File: src/rtl/dqws_pkg.sv
// Package for the dual queue weighted server: depths, widths, command and
// result codes, and the controller-to-datapath command and status structs.
// No dependencies.
`timescale 1ns / 1ps
package dqws_pkg;
   localparam int PRIO_DEPTH  = 16;
   localparam int PLAIN_DEPTH = 16;
   localparam int PRIO_AW     = $clog2(PRIO_DEPTH);
   localparam int PLAIN_AW    = $clog2(PLAIN_DEPTH);
   localparam int PRIO_CW     = $clog2(PRIO_DEPTH + 1);
   localparam int PLAIN_CW    = $clog2(PLAIN_DEPTH + 1);

   localparam logic [1:0] CMD_PRIO  = 2'd0;
   localparam logic [1:0] CMD_PLAIN = 2'd1;
   localparam logic [1:0] CMD_SERVE = 2'd2;

   localparam logic [2:0] KIND_ACCEPT = 3'd0;
   localparam logic [2:0] KIND_PLAIN  = 3'd1;
   localparam logic [2:0] KIND_PRIO   = 3'd2;
   localparam logic [2:0] KIND_EMPTY  = 3'd3;
   localparam logic [2:0] KIND_FULL   = 3'd4;

   localparam logic [0:0] CSR_NORMAL   = 1'b0;
   localparam logic [0:0] CSR_FALLBACK = 1'b1;

   typedef struct packed {
      logic       load;       // capture request fields
      logic       ins_step;   // one shift step of the sorted insert
      logic       ins_done;   // write the new priority entry
      logic       plain_push;
      logic       pop_plain;
      logic       pop_prio;
      logic [2:0] kind;       // kind for a status-only result
      logic       emit_stat;
      logic       last;
   } dp_cmd_type;

   typedef struct packed {
      logic prio_empty;
      logic prio_full;
      logic plain_empty;
      logic plain_full;
      logic ins_found;        // slot for the new entry reached
      logic plain_ge_nb;
      logic plain_one;        // exactly one plain entry left
      logic prio_one;
   } dp_stat_type;
endpackage

File: src/rtl/dual_queue_weighted_server.sv
// Top level of the dual queue weighted server: burst registers, controller
// and datapath. Depends on dqws_pkg, dqws_ctrl and dqws_datapath.
`timescale 1ns / 1ps
// Usage. A request is taken when start is high and busy is low; req_cmd
// selects a priority arrival, a plain arrival or a serve. Every result
// appears on the rsp_ ports for one cycle with rsp_valid high, and rsp_last
// marks the final result of a request. The receiver cannot stall.
// Sequencing. A plain arrival, rejection or empty serve gives its result in the
// cycle after the transfer and the block is free again at once. A priority
// arrival walks the sorted store one entry per cycle from the tail and holds
// the block until the new entry is written. A serve pops one entry per cycle
// and serves at most eight entries.
// Configuration. csr_index 0 writes normal_burst and 1 writes fallback_burst;
// csr_ready is always high, and a value of zero acts as one. Writes belong
// in idle time only.
// Reset. A synchronous reset empties both queues and sets both bursts to 3;
// stored entries are not cleared, since only filled entries are ever read.
module dual_queue_weighted_server import dqws_pkg::*; (
   input  logic        clock,
   input  logic        reset,
   input  logic        start,
   output logic        busy,
   input  logic [1:0]  req_cmd,
   input  logic [7:0]  req_prio_value,
   input  logic [15:0] req_client_tag,
   output logic        rsp_valid,
   output logic [2:0]  rsp_kind,
   output logic [15:0] rsp_served_tag,
   output logic [7:0]  rsp_served_prio,
   output logic        rsp_last,
   output logic [4:0]  rsp_prio_count,
   output logic [4:0]  rsp_plain_count,
   input  logic        csr_valid,
   output logic        csr_ready,
   input  logic [0:0]  csr_index,
   input  logic [2:0]  csr_data
);
   logic [2:0]  normal_ff, fallback_ff, nb, fb;
   dp_cmd_type  cmd;
   dp_stat_type stat;

   assign csr_ready = 1'b1;

   // Burst registers; a zero burst behaves as a burst of one.
   always_ff @(posedge clock) begin
      if (reset) begin
         normal_ff   <= 3'd3;
         fallback_ff <= 3'd3;
      end else if (csr_valid) begin
         case (csr_index)
            CSR_NORMAL:   normal_ff   <= csr_data;
            CSR_FALLBACK: fallback_ff <= csr_data;
            default: ;
         endcase
      end
   end

   assign nb = (normal_ff == 3'd0) ? 3'd1 : normal_ff;
   assign fb = (fallback_ff == 3'd0) ? 3'd1 : fallback_ff;

   dqws_ctrl u_ctrl (
      .clock, .reset, .start, .req_cmd, .nb, .fb, .stat, .busy, .cmd
   );

   dqws_datapath u_dp (
      .clock, .reset, .cmd,
      .prio_value (req_prio_value),
      .client_tag (req_client_tag),
      .nb, .stat, .rsp_valid, .rsp_kind, .rsp_served_tag, .rsp_served_prio,
      .rsp_last, .rsp_prio_count, .rsp_plain_count
   );

`ifndef ASSERT_OFF
   a_counts: assert property (@(posedge clock) disable iff (reset)
      rsp_prio_count <= 5'(PRIO_DEPTH) && rsp_plain_count <= 5'(PLAIN_DEPTH))
      else $error("queue count out of range");
   a_done: assert property (@(posedge clock) disable iff (reset)
      (busy && !u_ctrl.busy) |-> 1'b0) else $error("busy mismatch");
   a_last_free: assert property (@(posedge clock) disable iff (reset)
      (rsp_valid && rsp_last) |-> !busy) else $error("busy after last result");
   a_plain_tag: assert property (@(posedge clock) disable iff (reset)
      (rsp_valid && rsp_kind == KIND_PLAIN) |-> rsp_served_prio == 8'd0)
      else $error("plain result carries a priority");
`endif
endmodule

File: src/rtl/dqws_datapath.sv
// Datapath: priority store with a one-step-per-cycle sorted insert, plain FIFO,
// and the result register. Depends on dqws_pkg.
`timescale 1ns / 1ps
module dqws_datapath import dqws_pkg::*; (
   input  logic              clock,
   input  logic              reset,
   input  dp_cmd_type        cmd,
   input  logic [7:0]        prio_value,
   input  logic [15:0]       client_tag,
   input  logic [2:0]        nb,
   output dp_stat_type       stat,
   output logic              rsp_valid,
   output logic [2:0]        rsp_kind,
   output logic [15:0]       rsp_served_tag,
   output logic [7:0]        rsp_served_prio,
   output logic              rsp_last,
   output logic [4:0]        rsp_prio_count,
   output logic [4:0]        rsp_plain_count
);
   logic [23:0] prio_mem_ff [PRIO_DEPTH];
   logic [15:0] plain_mem_ff [PLAIN_DEPTH];
   logic [PRIO_CW-1:0]  prio_fill_ff, prio_fill_in;
   logic [PRIO_CW-1:0]  pos_ff;          // insert scan runs from the tail down
   logic [PLAIN_CW-1:0] plain_fill_ff, plain_fill_in;
   logic [PLAIN_AW-1:0] head_ff, tail_ff;
   logic [7:0]  prio_ff;
   logic [15:0] tag_ff;
   logic        valid_ff;
   logic [2:0]  kind_ff;
   logic [15:0] stag_ff;
   logic [7:0]  sprio_ff;
   logic        last_ff;
   logic [23:0] above;

   assign above = (pos_ff != '0) ? prio_mem_ff[pos_ff[PRIO_AW-1:0] - PRIO_AW'(1)] : '0;

   always_comb begin
      prio_fill_in  = prio_fill_ff;
      plain_fill_in = plain_fill_ff;
      if (cmd.ins_done)   prio_fill_in = prio_fill_ff + PRIO_CW'(1);
      if (cmd.pop_prio)   prio_fill_in = prio_fill_ff - PRIO_CW'(1);
      if (cmd.plain_push) plain_fill_in = plain_fill_ff + PLAIN_CW'(1);
      if (cmd.pop_plain)  plain_fill_in = plain_fill_ff - PLAIN_CW'(1);
   end

   always_comb begin
      stat.prio_empty  = (prio_fill_ff == '0);
      stat.prio_full   = (prio_fill_ff == PRIO_CW'(PRIO_DEPTH));
      stat.plain_empty = (plain_fill_ff == '0);
      stat.plain_full  = (plain_fill_ff == PLAIN_CW'(PLAIN_DEPTH));
      stat.ins_found   = (pos_ff == '0) || (above[23:16] >= prio_ff);
      stat.plain_ge_nb = (plain_fill_ff >= PLAIN_CW'(nb));
      stat.plain_one   = (plain_fill_ff == PLAIN_CW'(1));
      stat.prio_one    = (prio_fill_ff == PRIO_CW'(1));
   end

   always_ff @(posedge clock) begin
      if (cmd.load) begin
         prio_ff <= prio_value;
         tag_ff  <= client_tag;
         pos_ff  <= prio_fill_ff;
      end
      if (cmd.ins_step) begin
         prio_mem_ff[pos_ff[PRIO_AW-1:0]] <= above;
         pos_ff <= pos_ff - PRIO_CW'(1);
      end
      if (cmd.ins_done) prio_mem_ff[pos_ff[PRIO_AW-1:0]] <= {prio_ff, tag_ff};
      if (cmd.pop_prio) begin
         for (int i = 0; i < PRIO_DEPTH - 1; i++) prio_mem_ff[i] <= prio_mem_ff[i + 1];
      end
      // The plain push happens in the transfer cycle, so the tag comes straight
      // from the request port.
      if (cmd.plain_push) plain_mem_ff[tail_ff] <= client_tag;
      kind_ff  <= cmd.kind;
      stag_ff  <= '0;
      sprio_ff <= '0;
      last_ff  <= cmd.last;
      if (cmd.pop_plain) begin
         kind_ff <= KIND_PLAIN;
         stag_ff <= plain_mem_ff[head_ff];
      end
      if (cmd.pop_prio) begin
         kind_ff  <= KIND_PRIO;
         stag_ff  <= prio_mem_ff[0][15:0];
         sprio_ff <= prio_mem_ff[0][23:16];
      end
      if (reset) begin
         prio_fill_ff  <= '0;
         plain_fill_ff <= '0;
         head_ff       <= '0;
         tail_ff       <= '0;
         valid_ff      <= 1'b0;
      end else begin
         prio_fill_ff  <= prio_fill_in;
         plain_fill_ff <= plain_fill_in;
         valid_ff      <= cmd.emit_stat | cmd.pop_plain | cmd.pop_prio;
         if (cmd.plain_push)
            tail_ff <= (tail_ff == PLAIN_AW'(PLAIN_DEPTH - 1)) ? '0 : tail_ff + PLAIN_AW'(1);
         if (cmd.pop_plain)
            head_ff <= (head_ff == PLAIN_AW'(PLAIN_DEPTH - 1)) ? '0 : head_ff + PLAIN_AW'(1);
      end
   end

   assign rsp_valid       = valid_ff;
   assign rsp_kind        = kind_ff;
   assign rsp_served_tag  = stag_ff;
   assign rsp_served_prio = sprio_ff;
   assign rsp_last        = last_ff;
   assign rsp_prio_count  = 5'(prio_fill_ff);
   assign rsp_plain_count = 5'(plain_fill_ff);
endmodule

File: src/rtl/dqws_ctrl.sv
// Controller state machine: decodes a request and sequences inserts and
// serve bursts. Depends on dqws_pkg.
`timescale 1ns / 1ps
module dqws_ctrl import dqws_pkg::*; (
   input  logic        clock,
   input  logic        reset,
   input  logic        start,
   input  logic [1:0]  req_cmd,
   input  logic [2:0]  nb,
   input  logic [2:0]  fb,
   input  dp_stat_type stat,
   output logic        busy,
   output dp_cmd_type  cmd
);
   typedef enum logic [2:0] {
      S_IDLE, S_INSERT, S_PLAIN_ONLY, S_PLAIN_THEN, S_PRIO_ONE, S_FALLBACK
   } state_type;

   state_type  state_ff, state_in;
   logic [2:0] cnt_ff, cnt_in;
   logic       take;

   assign take = start & ~busy;
   assign busy = (state_ff != S_IDLE);

   always_comb begin
      cmd      = '0;
      state_in = state_ff;
      cnt_in   = cnt_ff;
      case (state_ff)
         S_IDLE: begin
            if (take) begin
               cmd.load = 1'b1;
               case (req_cmd)
                  CMD_PRIO: begin
                     if (stat.prio_full) begin
                        cmd.emit_stat = 1'b1; cmd.kind = KIND_FULL; cmd.last = 1'b1;
                     end else begin
                        state_in = S_INSERT;
                     end
                  end
                  CMD_PLAIN: begin
                     cmd.emit_stat = 1'b1; cmd.last = 1'b1;
                     if (stat.plain_full) cmd.kind = KIND_FULL;
                     else begin
                        cmd.kind = KIND_ACCEPT; cmd.plain_push = 1'b1;
                     end
                  end
                  CMD_SERVE: begin
                     cnt_in = 3'd1;
                     if (stat.prio_empty && stat.plain_empty) begin
                        cmd.emit_stat = 1'b1; cmd.kind = KIND_EMPTY; cmd.last = 1'b1;
                     end else if (stat.prio_empty) state_in = S_PLAIN_ONLY;
                     else if (stat.plain_ge_nb) state_in = S_PLAIN_THEN;
                     else state_in = S_FALLBACK;
                  end
                  default: ;
               endcase
            end
         end
         S_INSERT: begin
            if (stat.ins_found) begin
               cmd.ins_done = 1'b1; cmd.emit_stat = 1'b1;
               cmd.kind = KIND_ACCEPT; cmd.last = 1'b1;
               state_in = S_IDLE;
            end else cmd.ins_step = 1'b1;
         end
         S_PLAIN_ONLY: begin
            cmd.pop_plain = 1'b1;
            cnt_in = cnt_ff + 3'd1;
            if (cnt_ff == nb || stat.plain_one) begin
               cmd.last = 1'b1; state_in = S_IDLE;
            end
         end
         S_PLAIN_THEN: begin
            cmd.pop_plain = 1'b1;
            cnt_in = cnt_ff + 3'd1;
            if (cnt_ff == nb) state_in = S_PRIO_ONE;
         end
         S_PRIO_ONE: begin
            cmd.pop_prio = 1'b1; cmd.last = 1'b1; state_in = S_IDLE;
         end
         S_FALLBACK: begin
            cmd.pop_prio = 1'b1;
            cnt_in = cnt_ff + 3'd1;
            if (cnt_ff == fb || stat.prio_one) begin
               cmd.last = 1'b1; state_in = S_IDLE;
            end
         end
         default: state_in = S_IDLE;
      endcase
   end

   always_ff @(posedge clock) begin
      if (reset) begin
         state_ff <= S_IDLE;
         cnt_ff   <= 3'd1;
      end else begin
         state_ff <= state_in;
         cnt_ff   <= cnt_in;
      end
   end
endmodule
File: config.mk
export PLATFORM = sky130hd
export DESIGN_NAME = dual_queue_weighted_server
export DESIGN_NICKNAME = d
export VERILOG_FILES = /design/src/rtl/dqws_pkg.sv /design/src/rtl/dual_queue_weighted_server.sv /design/src/rtl/dqws_datapath.sv /design/src/rtl/dqws_ctrl.sv
export SDC_FILE = /design/constraint.sdc
export NUM_CORES = 1
export LEC_CHECK = 0
export BUFFER_PORTS_ARGS = -buffer_cell sky130_fd_sc_hd__buf_2
export CAP_MARGIN = 20
export CORE_MARGIN = 10
export CORE_UTILIZATION = 37
export DETAILED_ROUTE_END_ITERATION = 16
export GPL_TIMING_DRIVEN = 1
export PLACE_DENSITY = 0.56
export SYNTH_ARGS = -nofsm -noshare
export SYNTH_HDL_FRONTEND = slang
export SYNTH_SLANG_ARGS = --single-unit
File: constraint.sdc
create_clock -name clock -period 5.06 [get_ports clock]
set_input_delay 0.253 -clock clock [delete_from_list [all_inputs] [get_ports clock]]
set_output_delay 0.253 -clock clock [all_outputs]
set_load 0.03 [all_outputs]
# --- After elaboration in Yosys (flattened, before gate mapping) ---
# Memories as Yosys holds them, arrays and structs flattened. A register that Yosys moved wholly into a read port is not among the register bits.
# Cells that the tools add are included.
# W data, S select, Z words.
word_totals:
  reg_bits: 88
  ramBits: 640
  input_bits: 34
  word_cells: 149
  mem_count: 2
mem_list:
  columns: ["name", "words", "width", "rd", "rd_clocked_by_memory_dff", "wr", "line", "text"]
  rows:
  - ["u_dp.prio_mem_ff", 16, 24, 17, 0, 15, "dqws_datapath.sv:20", "logic [23:0] prio_mem_ff [PRIO_DEPTH];"]
  - ["u_dp.plain_mem_ff", 16, 16, 1, 1, 1, "dqws_datapath.sv:21", "logic [15:0] plain_mem_ff [PLAIN_DEPTH];"]
op_classes:
  n_addsub: 9
  magnitude_cmp: 2
  eq_ne: 24
  n_mux: 63
  n_bitwise: 6
  n_reduce_logical: 26
op_table:
  columns: ["op", "n"]
  rows:
  - ["$mux W24", 3]
  - ["$mux W3", 14]
  - ["$mux W5", 8]
  - ["$mux W16", 2]
  - ["$mux W4", 6]
  - ["$reduce_or A24 Y1", 1]
  - ["$mux W1", 21]
  - ["$logic_not A5 Y1", 3]
  - ["$pmux W3 S5", 1]
  - ["$pmux W5 S3", 1]
  - ["$sub A5 B1 Y5 const B", 3]
  - ["$pmux W3 S2", 2]
  - ["$add A5 B1 Y5 const B", 2]
  - ["$eq A5 B1 Y1 const B", 2]
  - ["$eq A5 B5 Y1 const B", 2]
  - ["$logic_not A3 Y1", 3]
  - ["$ne A3 B3 Y1 const B", 3]
  - ["$add A4 B1 Y4 const B", 2]
  - ["$eq A4 B4 Y1 const B", 2]
  - ["$ge A8 B8 Y1", 1]
  - ["$ne A2 B1 Y1 const B", 4]
  - ["$pmux W4 S2", 1]
  - ["$reduce_and A8 Y1", 1]
  - ["$reduce_bool A2 Y1", 4]
  - ["24 further kinds", 38]

# --- Depth between registers and ports, before layout ---
# An unclocked memory read counts as a cell.
depth:
  ltp_word: 11
  mapped_depth: 21
  depth_no_buf: 14

# --- By module ---
# Synthesis repeated with hierarchy kept, for this count alone.
hier_totals:
  hier_cells: 2293
  area_unflattened_um2: 33170.6
by_module_without_submodules:
  columns: ["mod", "instances", "cells_each", "area_per_inst_um2", "seq_area_each_um2"]
  rows:
  - ["dqws_datapath", 1, 2186, 32260.9, 21110.2]
  - ["dqws_ctrl", 1, 75, 608.1, 120.1]
  - ["dual_queue_weighted_server", 1, 32, 301.5, 120.1]

# --- Worst setup path before layout ---
# Ideal clock, no wire load.
synth_timing:
  path_kind: "register to register"
  startpoint: "reg u_dp.pos_ff[0]"
  endpoint: "mem u_dp.prio_mem_ff[0][10], data pin"
  setup_time_ns: 0.254
  arrival_ns: 4.612
  path_slack_ns: 0.194
  path_stages_with_launch: 22
  path_buffers: 8
  synth_period_minus_slack_ns: 4.866
  path_cell_list: "edfxtp_1 buf_2 buf_4 buf_4 inv_1 ha_1 clkbuf_1 buf_2 buf_2 mux4_2 mux2i_1 o22a_1 inv_1 ha_1 a211o_1 a211oi_1 o31a_1 nand2b_1 clkbuf_1 a211oi_2 buf_2 a21o_1"
synth_lines:
  columns: ["item", "line", "text"]
  rows:
  - ["start, declared", "dqws_datapath.sv:23", "logic [PRIO_CW-1:0] pos_ff;"]
  - ["start signal, assigned", "dqws_datapath.sv:61", "pos_ff <= prio_fill_ff;"]
  - ["start signal, assigned", "dqws_datapath.sv:65", "pos_ff <= pos_ff - PRIO_CW'(1);"]
  - ["end, declared", "dqws_datapath.sv:20", null]

# --- Worst setup path after layout ---
layout_timing:
  startpoint: "reg u_dp.pos_ff[0]"
  endpoint: "reg u_dp.prio_fill_ff[3] (netlist: u_dp.rsp_prio_count[3])"
layout_via:
  elab_chain_len: 8
  elab_cells_between_ends: 10
layout_rtl:
  columns: ["item", "line", "text"]
  rows:
  - ["$sub A4 B1 Y4", "dqws_datapath.sv:35", "assign above = (pos_ff != '0) ? prio_mem_ff[pos_ff[PRIO_AW-1:0] - PRIO_AW'(1)] : '0;"]
  - ["$mem_v2 Z16 W24", null, null]
  - ["$mux W24", "dqws_datapath.sv:35", null]
  - ["$ge A8 B8 Y1", "dqws_datapath.sv:51", "stat.ins_found = (pos_ff == '0) || (above[23:16] >= prio_ff);"]
  - ["$logic_or A1 B1 Y1 *", "dqws_datapath.sv:51", null]
  - ["$mux W1 *", "dqws_ctrl.sv:62", "if (stat.ins_found) begin"]
  - ["$mux W2 *", "dqws_ctrl.sv:30", "case (state_ff)"]
  - ["$reduce_bool A2 Y1 (no source line) *", null, null]
  - ["end signal, assigned", "dqws_datapath.sv:94", "prio_fill_ff <= prio_fill_in;"]
  - ["end, declared", "dqws_datapath.sv:22", "logic [PRIO_CW-1:0] prio_fill_ff, prio_fill_in;"]
# Mark *: on every way between the ends. The rest lies on a longest branch, timed or not.
# A chain may end at the register's enable or synchronous reset.

==> impl_metrics.json <==
{
  "status": "finished, final reports clean",
  "routabilityCongestion": 0.7937,
  "grt_overflow": 0,
  "cts_buffers": 78,
  "mostFrequentLayoutCells": "edfxtp_1, a21o_1, mux4_2",
  "die_y_um": 314.3,
  "syn-instance-count": 1905,
  "critical_path_cell_count": 15,
  "grt_pass1_vias": 18708,
  "cts_tree": "built",
  "ios": 75,
  "rsz0062_at_grt": "yes",
  "p_leak_nw": 14.01,
  "worstMarginPinSlew_ns": 1.091,
  "synth_edf_count": 669,
  "drive_gt1_frac": 0.2401,
  "synth.avg_cell_area_um2": 16.82,
  "fin_skew_ns": 0.03762,
  "cp_data_arrival_time_ns": 5.34,
  "clock.fmax_ghz": 0.2064,
  "grt_max_degree": 155,
  "critPathLaunch": "u_dp.pos_ff[0]",
  "syn_nets": 1967,
  "placedCellCount": 3042,
  "cp_max_fo": 19,
  "clock-sinks": 732,
  "synth_area_mm2": 0.03204,
  "r2r_start": "u_dp.pos_ff[0]",
  "critPathCaptureType": "flip-flop",
  "finalNonFillerCells": 3216,
  "yosysTopAreaCell": "edfxtp_1",
  "root_buffer": "clkbuf_16",
  "crit_path_cell_trace": "inv_1 -> ha_4 -> buf_12 -> mux4_2 -> mux2i_1 -> o22a_1 -> ha_1 -> nand2b_1 -> a2111oi_0 -> o31a_1 -> buf_4 -> buf_4 -> nor2_1 -> a41oi_1 -> mux2_2",
  "max_cap_viol_count": 0,
  "synth_seq_cells": 732,
  "netlist.area_leader.share": 0.6270,
  "setup_viol": 0,
  "drtAntennaViolNets": 0,
  "p_total_w": 0.02710,
  "worstSkewPairLatency_ns": 0.64,
  "layout_commonest_cell": "edfxtp_1",
  "fillers": 7520,
  "fp-row-count": 107,
  "wl_mm": 80.19,
  "firstDrtPassIters": 5,
  "finish.utilization": 0.4334,
  "grt.total_usage": 0.1600,
  "synth_ff_type": "edfxtp_1",
  "dpl.hpwl_mm": 47.50,
  "ir_drop_mv": 0.5198,
  "max_stage_delay_ns": 0.61,
  "cp-start-kind": "flip-flop",
  "die_w_um": 314.3,
  "min_period_ns": 4.845,
  "worstPathRequired_ns": 5.55,
  "start_util": 0.3745,
  "clk_pin_slew_worst_paths_ns": 0.06,
  "r2r_end": "u_dp.rsp_prio_count[3]",
  "grt_pass1_wl_mm": 120.2,
  "routed_via_density": 5.557,
  "fp.coreArea_mm2": 0.08555,
  "yosysSeqAreaShare": 0.6664,
  "setup.worst_path.class": "reg2reg",
  "vias": 17871,
  "final-hold-violation-count": 0,
  "syn_to_final_growth_pct": 15.73,
  "seqCellArea_mm2": 0.02136,
  "powerDensity_mw_per_mm2": 730.9,
  "critPathSlowestCell": "a2111oi_0",
  "wl_per_cell_um": 24.93,
  "antenna_found_initial": 3,
  "reg2reg_depth": 15,
  "num-nets-final": 2070,
  "die_area_mm2": 0.09877,
  "async_flop_share": 0,
  "reg2reg_slack_ns": 0.22,
  "cp-endpoint": "u_dp.rsp_prio_count[3]",
  "period_share": 0.9575,
  "drv_slew": 0,
  "drc": 0,
  "hold_slack_ns": 0.01657,
  "ys_warn_count": 0,
  "io_buffers": 73,
  "synth.distinct_cells": 64,
  "synth_area_leaders": "edfxtp_1, mux4_2, a21o_1",
  "critPathBufInv": 4,
  "clk_path_buf_depth": 3,
  "cts.htree.levels": 3,
  "post_cts_buffers": 0,
  "relSlewSlack": 0.2700,
  "drt_iter0_markers": 1462,
  "critPathTopFamily": "compound AO/OA/AOI/OAI gates",
  "multi_input_area_mm2": 0.01021,
  "crit_top_cell": "buf_4",
  "worstHoldPathType": "in2reg"
}
metal layers:
metal,vias to the layer above,wire (um),GRT usage
li1,7850,-,-
met1,9466,33850,0.2050
met2,440,41160,0.2807
met3,115,3529,0.02264
met4,0,1650,0.04352
met5,-,0,0
logic make-up after synthesis:
family | count (synthesis) | synth area share
AO/OA/AOI/OAI | 527 | 0.1242
AND/OR/NAND/NOR | 190 | 0.02937
buffers and inverters | 181 | 0.02394
flip-flops | 732 | 0.6664
other | 1 | 0.0001170
multiplexers | 231 | 0.1410
adder cells (fa/ha/maj) | 28 | 0.01093
XOR/XNOR | 15 | 0.004100
state kept, by name (all words and copies together), names as in the netlist, 5 cells and up, named ones only:
| name | flops |
|---|---|
| u_dp.prio_mem_ff | 384 |
| u_dp.plain_mem_ff | 256 |
| u_dp.rsp_served_tag | 16 |
| u_dp.tag_ff | 16 |
| u_dp.prio_ff | 8 |
| u_dp.rsp_served_prio | 8 |
| u_dp.pos_ff | 5 |
| u_dp.rsp_plain_count | 5 |
| u_dp.rsp_prio_count | 5 |
Yosys cell counts (7+ instances only):
cell type	n
edfxtp_1	669
a21o_1	360
mux4_2	176
clkbuf_1	86
dfxtp_1	63
mux2i_1	53
nor2_1	46
buf_2	43
a21oi_1	42
nand2_1	42
nor3_1	32
inv_1	30
ha_1	28
o21ai_0	26
o22a_1	24
a211oi_2	23
a22o_1	16
nand2b_1	16
buf_1	13
and2_1	12
nand3_1	10
xor2_1	9
buf_4	7
worst min path at each step:
stage                             startpoint                        end  slack, ns  cells past startpoint
after CTS                  req_client_tag[7]    u_dp.plain_mem_ff[9][7]      0.001                      1
after global routing      req_client_tag[13]  u_dp.plain_mem_ff[13][13]       0.01                      1
after global placement     req_prio_value[4]            u_dp.prio_ff[4]       0.43                      1
final                     req_client_tag[13]  u_dp.plain_mem_ff[13][13]       0.02                      1
after detailed placement   req_prio_value[5]            u_dp.prio_ff[5]       0.43                      1
after floorplan            req_client_tag[0]    u_dp.plain_mem_ff[0][0]       0.35                      0
where the power goes:
part           total (W)  switching [W]  internal [W]
combinational     0.0120        0.00622       0.00579
sequential       0.00913       0.000274       0.00886
clock            0.00596        0.00245       0.00351
worst reg2reg max path, delay by kind of cell (launching register included):
family	cells	cell delay, ns
AO/OA/AOI/OAI	4	1.42
AND/OR/NAND/NOR	2	0.31
adder cells (fa/ha/maj)	2	0.76
multiplexers	3	0.94
flip-flops	1	0.46
buffers and inverters	4	0.86
through the flow:
step / setup slack, ns / TNS [ns] / cell area [um^2]
6_report: 0.2152 / 0 / 37080
5_1_grt: -0.08727 / -4.391 / 37080
4_1_cts: 0.1931 / 0 / 37050
3_5_place_dp: 0.2024 / 0 / 34090
3_3_place_gp: 0.2931 / 0 / 34090
2_1_floorplan: 0.1940 / 0 / 32040
area by class of cell:
| cell class | instances | area share |
|---|---|---|
| multi-input combinational | 992 | 0.2754 |
| antenna | 2 | 0.0001350 |
| tap | 1144 | 0.03860 |
| timing repair buffer | 173 | 0.03482 |
| clock buffer | 99 | 0.05611 |
| inverter | 31 | 0.003138 |
| sequential | 732 | 0.5759 |
| clock inverter | 43 | 0.01583 |
repair_timing:
action / 4_1_cts / 5_1_grt
endpoints found under the hold margin: 155 / 0
gates resized for setup: 0 / 3
hold buffers: 30 / 0
setup endpoints to repair: 0 / 144
No activity file was read; power rests on OpenSTA's default activity.
